[src/rtl/cftl_pkg.sv]
`default_nettype none

package cftl_pkg;

   // face codes
   typedef logic [2:0] face_type;
   localparam face_type FACE_FRONT  = 3'd0;
   localparam face_type FACE_RIGHT  = 3'd1;
   localparam face_type FACE_BEHIND = 3'd2;
   localparam face_type FACE_LEFT   = 3'd3;
   localparam face_type FACE_TOP    = 3'd4;
   localparam face_type FACE_BOTTOM = 3'd5;
   localparam int FACE_COUNT = 6;

   // register indexes
   localparam logic CSR_FACE_SIZE    = 1'b0;
   localparam logic CSR_SCREEN_WIDTH = 1'b1;

   // saturation limits for the registers
   localparam int MAX_FACE_SIZE    = 1024;
   localparam int MAX_SCREEN_WIDTH = 2048;

   // q1.16 ratio: quotient bits and the value of one
   localparam int Q_BITS   = 17;
   localparam int CNT_BITS = 5;
   localparam logic [Q_BITS-1:0] Q_ONE = 17'h10000;

   // result word layout
   localparam int RSP_FIELD_BITS = 74;
   localparam int RSP_BITS       = 80;

   // divider status
   typedef struct packed {
      logic busy;
      logic done;
   } div_status_type;

   // hit counter command
   typedef struct packed {
      logic     update;
      logic     clear;
      face_type face;
   } hit_cmd_type;

endpackage

`default_nettype wire

[src/rtl/cube_face_texel_lookup_top.sv]
// channel  | dir | ports            | word
// req      | in  | req_t*           | pixel_x, pixel_y, dir_x, dir_y, dir_z, clear_counts
// rsp      | out | rsp_t*           | face, texel_x, texel_y, screen_index, texel_address,
//          |     |                  | faces_used
// csr      | in  | csr_we/index/data| face_size (0), screen_width (1)
//
// each word makes two divisions on the shared restoring divider (start, 17 steps, done),
// four passes through the one multiplier and the load step; the next word is taken
// only once the sequencer is back in its idle step.
// req_tready is high only while the sequencer is idle; a finished result waits in
// the output register and the next word is taken meanwhile.
// a stalled result holds the sequencer in its last step until the register frees.
// reset is synchronous: registers back to 256 / 320, all hit counters cleared.
`default_nettype none

module cube_face_texel_lookup_top
   import cftl_pkg::*;
#(
   parameter  int DIR_BITS = 18,
   parameter  int HIT_BITS = 24,
   localparam int REQ_BITS = ((3 * DIR_BITS + 30) / 8) * 8
) (
   input  wire logic                clock,
   input  wire logic                reset,
   // pixel_x, pixel_y, dir_x, dir_y, dir_z, clear_counts
   input  wire logic [REQ_BITS-1:0] req_tdata,
   input  wire logic                req_tvalid,
   output logic                     req_tready,
   // face, texel_x, texel_y, screen_index, texel_address, faces_used
   output logic [RSP_BITS-1:0]      rsp_tdata,
   output logic                     rsp_tvalid,
   input  wire logic                rsp_tready,
   input  wire logic                csr_we,
   input  wire logic                csr_index,
   input  wire logic [11:0]         csr_wdata
);

   typedef enum logic [9:0] {
      ST_IDLE    = 10'b0000000001,
      ST_U_GO    = 10'b0000000010,
      ST_U_WAIT  = 10'b0000000100,
      ST_V_GO    = 10'b0000001000,
      ST_V_WAIT  = 10'b0000010000,
      ST_MUL_TX  = 10'b0000100000,
      ST_MUL_TY  = 10'b0001000000,
      ST_MUL_SCR = 10'b0010000000,
      ST_MUL_ROW = 10'b0100000000,
      ST_FINISH  = 10'b1000000000
   } state_type;

   state_type state_ff, state_in;

   // configuration registers
   logic [10:0] face_size_ff;
   logic [11:0] screen_width_ff;
   logic [10:0] size_eff;
   logic [11:0] sw_eff;

   // input fields
   logic [10:0]         in_px, in_py;
   logic [DIR_BITS-1:0] in_dx, in_dy, in_dz;
   logic                in_clear;
   logic [DIR_BITS-1:0] mx, my, mz;
   logic                xn, yn, zn, xp, yp, zp;
   face_type            face_sel;
   logic [DIR_BITS-1:0] u_mag_sel, v_mag_sel, den_mag_sel;
   logic                u_neg_sel, v_neg_sel, den_neg_sel;

   // per word registers
   logic                accept;
   face_type            face_ff;
   logic [10:0]         px_ff, py_ff;
   logic [DIR_BITS-1:0] u_mag_ff, v_mag_ff, den_mag_ff;
   logic                u_neg_ff, v_neg_ff;
   logic [17:0]         off_u_ff, off_u_in, off_v_ff, off_v_in;
   logic [10:0]         tx_ff, tx_in, ty_ff, ty_in;
   logic [21:0]         scr_ff, scr_in;
   logic [31:0]         prod_ff, prod_in;
   logic [17:0]         mul_a;
   logic [13:0]         mul_b;
   logic [13:0]         face_times_size;
   logic [Q_BITS-1:0]   q_sat;
   logic [17:0]         off_new;
   logic [10:0]         t_raw, t_clamp;

   // divider and counters
   logic                div_start;
   logic [DIR_BITS-1:0] div_num;
   div_status_type      div_stat;
   logic [Q_BITS-1:0]   div_quo;
   hit_cmd_type         hit_cmd;
   logic [FACE_COUNT-1:0] used;

   // output register
   logic                    rsp_valid_ff, rsp_valid_in;
   logic                    rsp_load;
   face_type                rsp_face_ff;
   logic [9:0]              rsp_tx_ff, rsp_ty_ff;
   logic [21:0]             rsp_scr_ff;
   logic [22:0]             rsp_addr_ff;
   logic [FACE_COUNT-1:0]   rsp_used_ff;

   // configuration writes
   always_ff @(posedge clock) begin
      if (reset) begin
         face_size_ff    <= 11'd256;
         screen_width_ff <= 12'd320;
      end else if (csr_we) begin
         unique case (csr_index)
            CSR_FACE_SIZE:    face_size_ff    <= csr_wdata[10:0];
            CSR_SCREEN_WIDTH: screen_width_ff <= csr_wdata;
            default:          face_size_ff    <= face_size_ff;
         endcase
      end
   end

   // effective size and width after saturation
   always_comb begin
      if (face_size_ff == '0) begin
         size_eff = 11'd1;
      end else if (32'(face_size_ff) > MAX_FACE_SIZE) begin
         size_eff = 11'(MAX_FACE_SIZE);
      end else begin
         size_eff = face_size_ff;
      end
      sw_eff = (32'(screen_width_ff) > MAX_SCREEN_WIDTH) ? 12'(MAX_SCREEN_WIDTH)
                                                         : screen_width_ff;
   end

   // unpack request word
   assign in_px    = req_tdata[10:0];
   assign in_py    = req_tdata[21:11];
   assign in_dx    = req_tdata[22 +: DIR_BITS];
   assign in_dy    = req_tdata[22 + DIR_BITS +: DIR_BITS];
   assign in_dz    = req_tdata[22 + 2 * DIR_BITS +: DIR_BITS];
   assign in_clear = req_tdata[22 + 3 * DIR_BITS];

   // signs and magnitudes
   always_comb begin
      xn = in_dx[DIR_BITS-1];
      yn = in_dy[DIR_BITS-1];
      zn = in_dz[DIR_BITS-1];
      xp = !xn && (in_dx != '0);
      yp = !yn && (in_dy != '0);
      zp = !zn && (in_dz != '0);
      mx = xn ? (~in_dx + 1'b1) : in_dx;
      my = yn ? (~in_dy + 1'b1) : in_dy;
      mz = zn ? (~in_dz + 1'b1) : in_dz;
   end

   // dominant axis, later axis wins ties
   always_comb begin
      priority if (mx > my && mx > mz) begin
         face_sel = xp ? FACE_RIGHT : FACE_LEFT;
      end else if (mx <= my && my > mz) begin
         face_sel = yp ? FACE_TOP : FACE_BOTTOM;
      end else begin
         face_sel = zp ? FACE_FRONT : FACE_BEHIND;
      end
   end

   // numerators and denominator per face, sign of a negated term is its positivity
   always_comb begin
      u_mag_sel   = mx;
      u_neg_sel   = xn;
      v_mag_sel   = my;
      v_neg_sel   = yp;
      den_mag_sel = mz;
      den_neg_sel = zn;
      unique case (face_sel)
         FACE_FRONT: begin
            u_mag_sel = mx; u_neg_sel = xn; v_mag_sel = my; v_neg_sel = yp;
            den_mag_sel = mz; den_neg_sel = zn;
         end
         FACE_BEHIND: begin
            u_mag_sel = mx; u_neg_sel = xp; v_mag_sel = my; v_neg_sel = yp;
            den_mag_sel = mz; den_neg_sel = zp;
         end
         FACE_LEFT: begin
            u_mag_sel = mz; u_neg_sel = zn; v_mag_sel = my; v_neg_sel = yp;
            den_mag_sel = mx; den_neg_sel = xp;
         end
         FACE_RIGHT: begin
            u_mag_sel = mz; u_neg_sel = zp; v_mag_sel = my; v_neg_sel = yp;
            den_mag_sel = mx; den_neg_sel = xn;
         end
         FACE_BOTTOM: begin
            u_mag_sel = mx; u_neg_sel = xn; v_mag_sel = mz; v_neg_sel = zp;
            den_mag_sel = my; den_neg_sel = yp;
         end
         FACE_TOP: begin
            u_mag_sel = mx; u_neg_sel = xn; v_mag_sel = mz; v_neg_sel = zn;
            den_mag_sel = my; den_neg_sel = yn;
         end
         default: begin
            u_mag_sel = mx; u_neg_sel = xn; v_mag_sel = my; v_neg_sel = yp;
            den_mag_sel = mz; den_neg_sel = zn;
         end
      endcase
   end

   assign accept = req_tvalid && req_tready;

   // capture the word
   always_ff @(posedge clock) begin
      if (accept) begin
         face_ff    <= face_sel;
         px_ff      <= in_px;
         py_ff      <= in_py;
         u_mag_ff   <= u_mag_sel;
         v_mag_ff   <= v_mag_sel;
         den_mag_ff <= den_mag_sel;
         u_neg_ff   <= u_neg_sel ^ den_neg_sel;
         v_neg_ff   <= v_neg_sel ^ den_neg_sel;
      end
   end

   // counters follow the accepted word
   assign hit_cmd.update = accept;
   assign hit_cmd.clear  = in_clear;
   assign hit_cmd.face   = face_sel;

   cftl_hits #(
      .HIT_BITS (HIT_BITS)
   ) u_hits (
      .clock (clock),
      .reset (reset),
      .cmd   (hit_cmd),
      .used  (used)
   );

   // shared divider
   assign div_start = (state_ff == ST_U_GO) || (state_ff == ST_V_GO);
   assign div_num   = (state_ff == ST_V_GO) ? v_mag_ff : u_mag_ff;

   cftl_div #(
      .W (DIR_BITS)
   ) u_div (
      .clock   (clock),
      .reset   (reset),
      .start   (div_start),
      .num_mag (div_num),
      .den_mag (den_mag_ff),
      .status  (div_stat),
      .quo     (div_quo)
   );

   // ratio to offset r + 1.0, zero major axis gives ratio zero
   always_comb begin
      if (den_mag_ff == '0) begin
         q_sat = '0;
      end else if (div_quo > Q_ONE) begin
         q_sat = Q_ONE;
      end else begin
         q_sat = div_quo;
      end
      if ((state_ff == ST_V_WAIT) ? v_neg_ff : u_neg_ff) begin
         off_new = {1'b0, Q_ONE} - {1'b0, q_sat};
      end else begin
         off_new = {1'b0, Q_ONE} + {1'b0, q_sat};
      end
   end

   // texel from the registered product, clamped to the face
   always_comb begin
      t_raw   = prod_ff[27:17];
      t_clamp = (t_raw > (size_eff - 1'b1)) ? (size_eff - 1'b1) : t_raw;
   end

   // face times size by shift and add
   always_comb begin
      face_times_size = ({3'b0, size_eff} & {14{face_ff[0]}})
                      + ({2'b0, size_eff, 1'b0} & {14{face_ff[1]}})
                      + ({1'b0, size_eff, 2'b0} & {14{face_ff[2]}});
   end

   // sequencer and multiplier operand selection
   always_comb begin
      state_in = state_ff;
      off_u_in = off_u_ff;
      off_v_in = off_v_ff;
      tx_in    = tx_ff;
      ty_in    = ty_ff;
      scr_in   = scr_ff;
      mul_a    = off_u_ff;
      mul_b    = {3'b0, size_eff};
      rsp_load = 1'b0;
      unique case (state_ff)
         ST_IDLE: begin
            if (accept) begin
               state_in = ST_U_GO;
            end
         end
         ST_U_GO: begin
            state_in = ST_U_WAIT;
         end
         ST_U_WAIT: begin
            if (div_stat.done) begin
               off_u_in = off_new;
               state_in = ST_V_GO;
            end
         end
         ST_V_GO: begin
            state_in = ST_V_WAIT;
         end
         ST_V_WAIT: begin
            if (div_stat.done) begin
               off_v_in = off_new;
               state_in = ST_MUL_TX;
            end
         end
         ST_MUL_TX: begin
            mul_a    = off_u_ff;
            mul_b    = {3'b0, size_eff};
            state_in = ST_MUL_TY;
         end
         ST_MUL_TY: begin
            tx_in    = t_clamp;
            mul_a    = off_v_ff;
            mul_b    = {3'b0, size_eff};
            state_in = ST_MUL_SCR;
         end
         ST_MUL_SCR: begin
            ty_in    = t_clamp;
            mul_a    = {7'b0, py_ff};
            mul_b    = {2'b0, sw_eff};
            state_in = ST_MUL_ROW;
         end
         ST_MUL_ROW: begin
            scr_in   = prod_ff[21:0] + {11'b0, px_ff};
            mul_a    = {4'b0, face_times_size + {3'b0, ty_ff}};
            mul_b    = {3'b0, size_eff};
            state_in = ST_FINISH;
         end
         ST_FINISH: begin
            if (!rsp_valid_ff || rsp_tready) begin
               rsp_load = 1'b1;
               state_in = ST_IDLE;
            end
         end
         default: begin
            state_in = ST_IDLE;
         end
      endcase
      // row product held while the finished word waits for the output register
      if (state_ff == ST_FINISH) begin
         prod_in = prod_ff;
      end else begin
         prod_in = 32'(mul_a) * 32'(mul_b);
      end
   end

   always_ff @(posedge clock) begin
      if (reset) begin
         state_ff <= ST_IDLE;
      end else begin
         state_ff <= state_in;
      end
   end

   always_ff @(posedge clock) begin
      off_u_ff <= off_u_in;
      off_v_ff <= off_v_in;
      tx_ff    <= tx_in;
      ty_ff    <= ty_in;
      scr_ff   <= scr_in;
      prod_ff  <= prod_in;
   end

   assign req_tready = (state_ff == ST_IDLE);

   // output register
   always_comb begin
      rsp_valid_in = rsp_valid_ff;
      if (rsp_load) begin
         rsp_valid_in = 1'b1;
      end else if (rsp_tready) begin
         rsp_valid_in = 1'b0;
      end
   end

   always_ff @(posedge clock) begin
      if (reset) begin
         rsp_valid_ff <= 1'b0;
      end else begin
         rsp_valid_ff <= rsp_valid_in;
      end
   end

   always_ff @(posedge clock) begin
      if (rsp_load) begin
         rsp_face_ff <= face_ff;
         rsp_tx_ff   <= tx_ff[9:0];
         rsp_ty_ff   <= ty_ff[9:0];
         rsp_scr_ff  <= scr_ff;
         rsp_addr_ff <= prod_ff[22:0] + {12'b0, tx_ff};
         rsp_used_ff <= used;
      end
   end

   assign rsp_tvalid = rsp_valid_ff;
   assign rsp_tdata  = {{(RSP_BITS - RSP_FIELD_BITS){1'b0}}, rsp_used_ff, rsp_addr_ff,
                        rsp_scr_ff, rsp_ty_ff, rsp_tx_ff, rsp_face_ff};

   // accepted word starts the first division
   a_accept_starts : assert property (@(posedge clock) disable iff (reset)
      accept |=> (state_ff == ST_U_GO))
      else $error("accepted word did not start the divider");

   // divider finishes only while the sequencer waits for it
   a_div_done_wait : assert property (@(posedge clock) disable iff (reset)
      div_stat.done |-> ((state_ff == ST_U_WAIT) || (state_ff == ST_V_WAIT)))
      else $error("divider finished outside a wait step");

   // a pending result always names a real face
   a_face_range : assert property (@(posedge clock) disable iff (reset)
      rsp_valid_ff |-> (rsp_face_ff <= FACE_BOTTOM))
      else $error("result face out of range");

   // divider never restarted while busy
   a_div_no_restart : assert property (@(posedge clock) disable iff (reset)
      div_start |-> !div_stat.busy)
      else $error("divider restarted while busy");

endmodule

`default_nettype wire

[src/rtl/cftl_div.sv]
`default_nettype none

module cftl_div
   import cftl_pkg::*;
#(
   parameter int W = 18
) (
   input  wire logic                clock,
   input  wire logic                reset,
   input  wire logic                start,
   input  wire logic [W-1:0]        num_mag,
   input  wire logic [W-1:0]        den_mag,
   output div_status_type           status,
   output logic      [Q_BITS-1:0]   quo
);

   logic                busy_ff, busy_in;
   logic                done_ff, done_in;
   logic [CNT_BITS-1:0] cnt_ff, cnt_in;
   logic [W:0]          rem_ff, rem_in;
   logic [W-1:0]        den_ff, den_in;
   logic [Q_BITS-1:0]   quo_ff, quo_in;
   logic                ge;
   logic [W:0]          diff;

   // one restoring step per cycle, quotient msb first
   always_comb begin
      ge      = rem_ff >= {1'b0, den_ff};
      diff    = ge ? (rem_ff - {1'b0, den_ff}) : rem_ff;
      busy_in = busy_ff;
      done_in = 1'b0;
      cnt_in  = cnt_ff;
      rem_in  = rem_ff;
      den_in  = den_ff;
      quo_in  = quo_ff;
      if (start) begin
         busy_in = 1'b1;
         cnt_in  = CNT_BITS'(Q_BITS);
         rem_in  = {1'b0, num_mag};
         den_in  = den_mag;
         quo_in  = '0;
      end else if (busy_ff) begin
         quo_in = {quo_ff[Q_BITS-2:0], ge};
         rem_in = {diff[W-1:0], 1'b0};
         cnt_in = cnt_ff - 1'b1;
         if (cnt_ff == CNT_BITS'(1)) begin
            busy_in = 1'b0;
            done_in = 1'b1;
         end
      end
   end

   // control state
   always_ff @(posedge clock) begin
      if (reset) begin
         busy_ff <= 1'b0;
         done_ff <= 1'b0;
         cnt_ff  <= '0;
      end else begin
         busy_ff <= busy_in;
         done_ff <= done_in;
         cnt_ff  <= cnt_in;
      end
   end

   // datapath
   always_ff @(posedge clock) begin
      rem_ff <= rem_in;
      den_ff <= den_in;
      quo_ff <= quo_in;
   end

   assign status.busy = busy_ff;
   assign status.done = done_ff;
   assign quo         = quo_ff;

endmodule

`default_nettype wire

[src/rtl/cftl_hits.sv]
`default_nettype none

module cftl_hits
   import cftl_pkg::*;
#(
   parameter int HIT_BITS = 24
) (
   input  wire logic            clock,
   input  wire logic            reset,
   input  wire hit_cmd_type     cmd,
   output logic [FACE_COUNT-1:0] used
);

   logic [HIT_BITS-1:0] hits_ff [FACE_COUNT];
   logic [HIT_BITS-1:0] hits_in [FACE_COUNT];
   logic [HIT_BITS-1:0] base;

   // optional clear, then a saturating bump of the chosen face
   always_comb begin
      for (int f = 0; f < FACE_COUNT; f++) begin
         base = (cmd.update && cmd.clear) ? '0 : hits_ff[f];
         hits_in[f] = base;
         if (cmd.update && (cmd.face == 3'(f)) && (base != '1)) begin
            hits_in[f] = base + 1'b1;
         end
      end
   end

   always_ff @(posedge clock) begin
      if (reset) begin
         for (int f = 0; f < FACE_COUNT; f++) begin
            hits_ff[f] <= '0;
         end
      end else begin
         for (int f = 0; f < FACE_COUNT; f++) begin
            hits_ff[f] <= hits_in[f];
         end
      end
   end

   // faces seen more than once
   always_comb begin
      for (int f = 0; f < FACE_COUNT; f++) begin
         used[f] = hits_ff[f] > HIT_BITS'(1);
      end
   end

endmodule

`default_nettype wire

[config.mk]
export PLATFORM = sky130hd
export DESIGN_NAME = cube_face_texel_lookup_top
export DESIGN_NICKNAME = d
export VERILOG_FILES = /design/src/rtl/cftl_pkg.sv /design/src/rtl/cube_face_texel_lookup_top.sv /design/src/rtl/cftl_div.sv /design/src/rtl/cftl_hits.sv
export SDC_FILE = /design/constraint.sdc
export NUM_CORES = 2
export LEC_CHECK = 0
export ABC_AREA = 0
export ABC_CLOCK_PERIOD_IN_PS = 20200
export BUFFER_PORTS_ARGS = -buffer_cell sky130_fd_sc_hd__buf_2
export CAP_MARGIN = 20
export CORE_UTILIZATION = 40
export CTS_BUF_LIST = sky130_fd_sc_hd__clkbuf_4 sky130_fd_sc_hd__clkbuf_8 sky130_fd_sc_hd__clkbuf_16
export DETAILED_ROUTE_END_ITERATION = 8
export SYNTH_ARGS = -nofsm -noshare
export SYNTH_HDL_FRONTEND = slang
export SYNTH_HIERARCHICAL = 1
export SYNTH_SLANG_ARGS = --single-unit
[constraint.sdc]
create_clock -name clock -period 20.2 [get_ports clock]
set_clock_uncertainty 0.15 [all_clocks]
set_input_delay 1.01 -clock clock [delete_from_list [all_inputs] [get_ports clock]]
set_output_delay 1.01 -clock clock [all_outputs]
set_load 0.005 [all_outputs]
==> impl_metrics.tcl <==
set metrics [dict create \
    finalSetupViolCount 0 \
    fp.dieW_um 299.0 \
    cts_sinks 502 \
    fp-row-count 108 \
    crit_path_start "face_size_ff[2]" \
    fin_hold_ws_ps 265.4 \
    r2r_end "prod_ff[26]" \
    dp_hpwl_um 66400 \
    cts-resized-gates 0 \
    holdPathStages 0 \
    min_to "rsp_scr_ff[19]" \
    routabilityCongestion 0.8968 \
    hold_viol 0 \
    grt_max_degree 92 \
    hold_class "flip-flop to flip-flop" \
    ant_nets 0 \
    clk_latency_ps 650 \
    viasPerCell 5.478 \
    clock_path_buffers 3 \
    setup_ws_ps 9023 \
    antenna_found_initial 0 \
    drc 0 \
    max-slew-margin-rel_pct 25.80 \
    numCtsBuffers 58 \
    r2r_start "face_size_ff[2]" \
    post-route-util_pct 45.10 \
    cpMostUsedCell "fa_1" \
    period_needed_ps 11180 \
    finalSetupTns_ps 0 \
    crit_family "adder cells" \
    n_fill_cell 8413 \
    io_pins 180 \
    worst-slew-pin-transition_ps 1113 \
    wire_per_inst_um 18.10 \
    ff2ff_path_depth 37 \
    slew_viol_final 0 \
    num_vias 27330 \
    num_antenna_cells 0 \
    fin_nets 4258 \
    core-area_mm2 0.08702 \
    syn_area_mm2 0.03529 \
    die_h_um 299.0 \
    avgSynthCellArea_um2 9.631 \
    synth-warning-count 6 \
    pre_cts_ws_ps 9070 \
    post-cts-setup-buffers 0 \
    hold_buffers 0 \
    crit_path_max_incr_delay_ps 670 \
    max_freq_ghz 0.08947 \
    grt_usage_pct 20.17 \
    required_ps 20410 \
    reg2reg_slack_ps 9020 \
    ir_drop_mv 0.06243 \
    fin_crit_sh_pct 55.33 \
    worstHoldStart "scr_ff[19]" \
    overflow 0 \
    synth_cells 3664 \
    cp_max_fo 9 \
    power_density_mw_per_mm2 83.78 \
    worstSetupStartpointType "flip-flop" \
    drt_wl_total_um 90300 \
    rsz0062_at_grt "no" \
    clockRootBuffer "clkbuf_16" \
    cp_slowest_cell "a2111oi_0" \
    grt_pass1_wl_um 145600 \
    drv_cap 0 \
    drive_above_1_share_pct 11.32 \
    start_util_pct 40.55 \
    htreeDepth 2 \
    critPathKind "flip-flop to flip-flop" \
    io_buffers 170 \
    fp.dieArea_mm2 0.08941 \
    area_growth_pct 11.23 \
    outcome "finished, final reports clean" \
    grt_pass1_vias 26780 \
    worstSetupEndpointType "flip-flop" \
    arrival_ps 11390 \
    cts.clk_slew.worst_paths_ps 60 \
    drt_first_pass_iters 6 \
    p_leak_nw 15.63 \
    path_buf_inv 5 \
    drtIter0Drc 1621 \
    tritoncts "done" \
]
-- metal layers --
| metal | wire length, µm | track usage [%] | share of wire [%] |
|---|---|---|---|
| met1 | 40420 | 26.48 | 45 |
| met2 | 44090 | 34.93 | 49 |
| met3 | 3630 | 2.472 | 4.0 |
| met4 | 2159 | 5.539 | 2.4 |
| met5 | 0 | 0 | 0 |
-- report_power, final --
| group | internal (W) | switching [W] | leakage [nW] |
|---|---|---|---|
| logic | 0.000337 | 0.000528 | 10.2 |
| clock network | 0.000678 | 0.000448 | 1.02 |
| registers | 0.00122 | 0.0000735 | 4.43 |
-- layout by cell type (no fill, tap or decap), drive strengths merged, types with 15 or more instances in the layout --
master,n
nand3,115
nand2b,29
nor2,243
a21oi,234
edfxtp,299
mux2i,60
a211oi,19
a21o,46
nand2,357
o211ai,22
clkbuf,75
ha,193
or4,45
o21ai,152
and2,52
nor2b,37
mux2,25
nor3,63
a211o,16
xnor2,94
a21boi,15
o31ai,50
or2,17
and3,37
a31oi,19
buf,204
inv,354
nor4,71
fa,182
o21a,15
nand4,64
and4,32
clkinv,22
xor2,77
dfxtp,203
or3,71
-- final cells by class --
| type | instances | area, µm² | area share, % |
|---|---|---|---|
| Clock inverter | 34 | 440.4 | 1.122 |
| Timing Repair Buffer | 204 | 1106 | 2.818 |
| Tap cell | 1155 | 1445 | 3.682 |
| Sequential cell | 502 | 13040 | 33.23 |
| Clock buffer | 75 | 1610 | 4.103 |
| Inverter | 353 | 1326 | 3.379 |
| Multi-Input combinational cell | 2666 | 20280 | 51.67 |
-- per-stage QoR --
| stage | cell area (µm²) | instances | power, W |
|---|---|---|---|
| floorplan | 35320 | 3673 | 0.001925 |
| global placement | 37190 | 4879 | 0.002169 |
| detailed placement | 37190 | 4879 | 0.002182 |
| CTS | 39240 | 4988 | 0.003320 |
| global route | 39250 | 4989 | 0.003474 |
| finish | 39250 | 4989 | 0.003288 |
-- worst register-to-register path, delay by kind of cell (launching register included) --
kind | cells | cell delay (ps)
xor gates and xnor gates | 2 | 420
and+or+nand+nor | 10 | 2170
buffers and inverters | 5 | 240
adders and majority gates | 10 | 4230
AOI/OAI and AO/OA | 10 | 3270
DFF | 1 | 400
-- worst max path at each step --
stage / cells past startpoint / end
global placement: 37 / prod_ff[26]
finish: 37 / prod_ff[26]
global route: 37 / prod_ff[26]
CTS: 37 / prod_ff[26]
detailed placement: 37 / prod_ff[26]
floorplan: 35 / prod_ff[26]
-- flip-flops by register name, indices dropped and copies added, names as in the netlist, 11 cells and up --
signal           cells
screen_width_ff     12
rsp_scr_ff          22
prod_ff             28
v_mag_ff            18
tx_ff               11
u_mag_ff            18
scr_ff              22
ty_ff               11
u_div/quo           17
face_size_ff        11
px_ff               11
py_ff               11
u_div/rem_ff        19
off_v_ff            18
off_u_ff            18
u_hits/hits_ff     144
den_mag_ff          18
rsp_addr_ff         23
u_div/den_ff        18
Power figures use the tool's default switching activity.
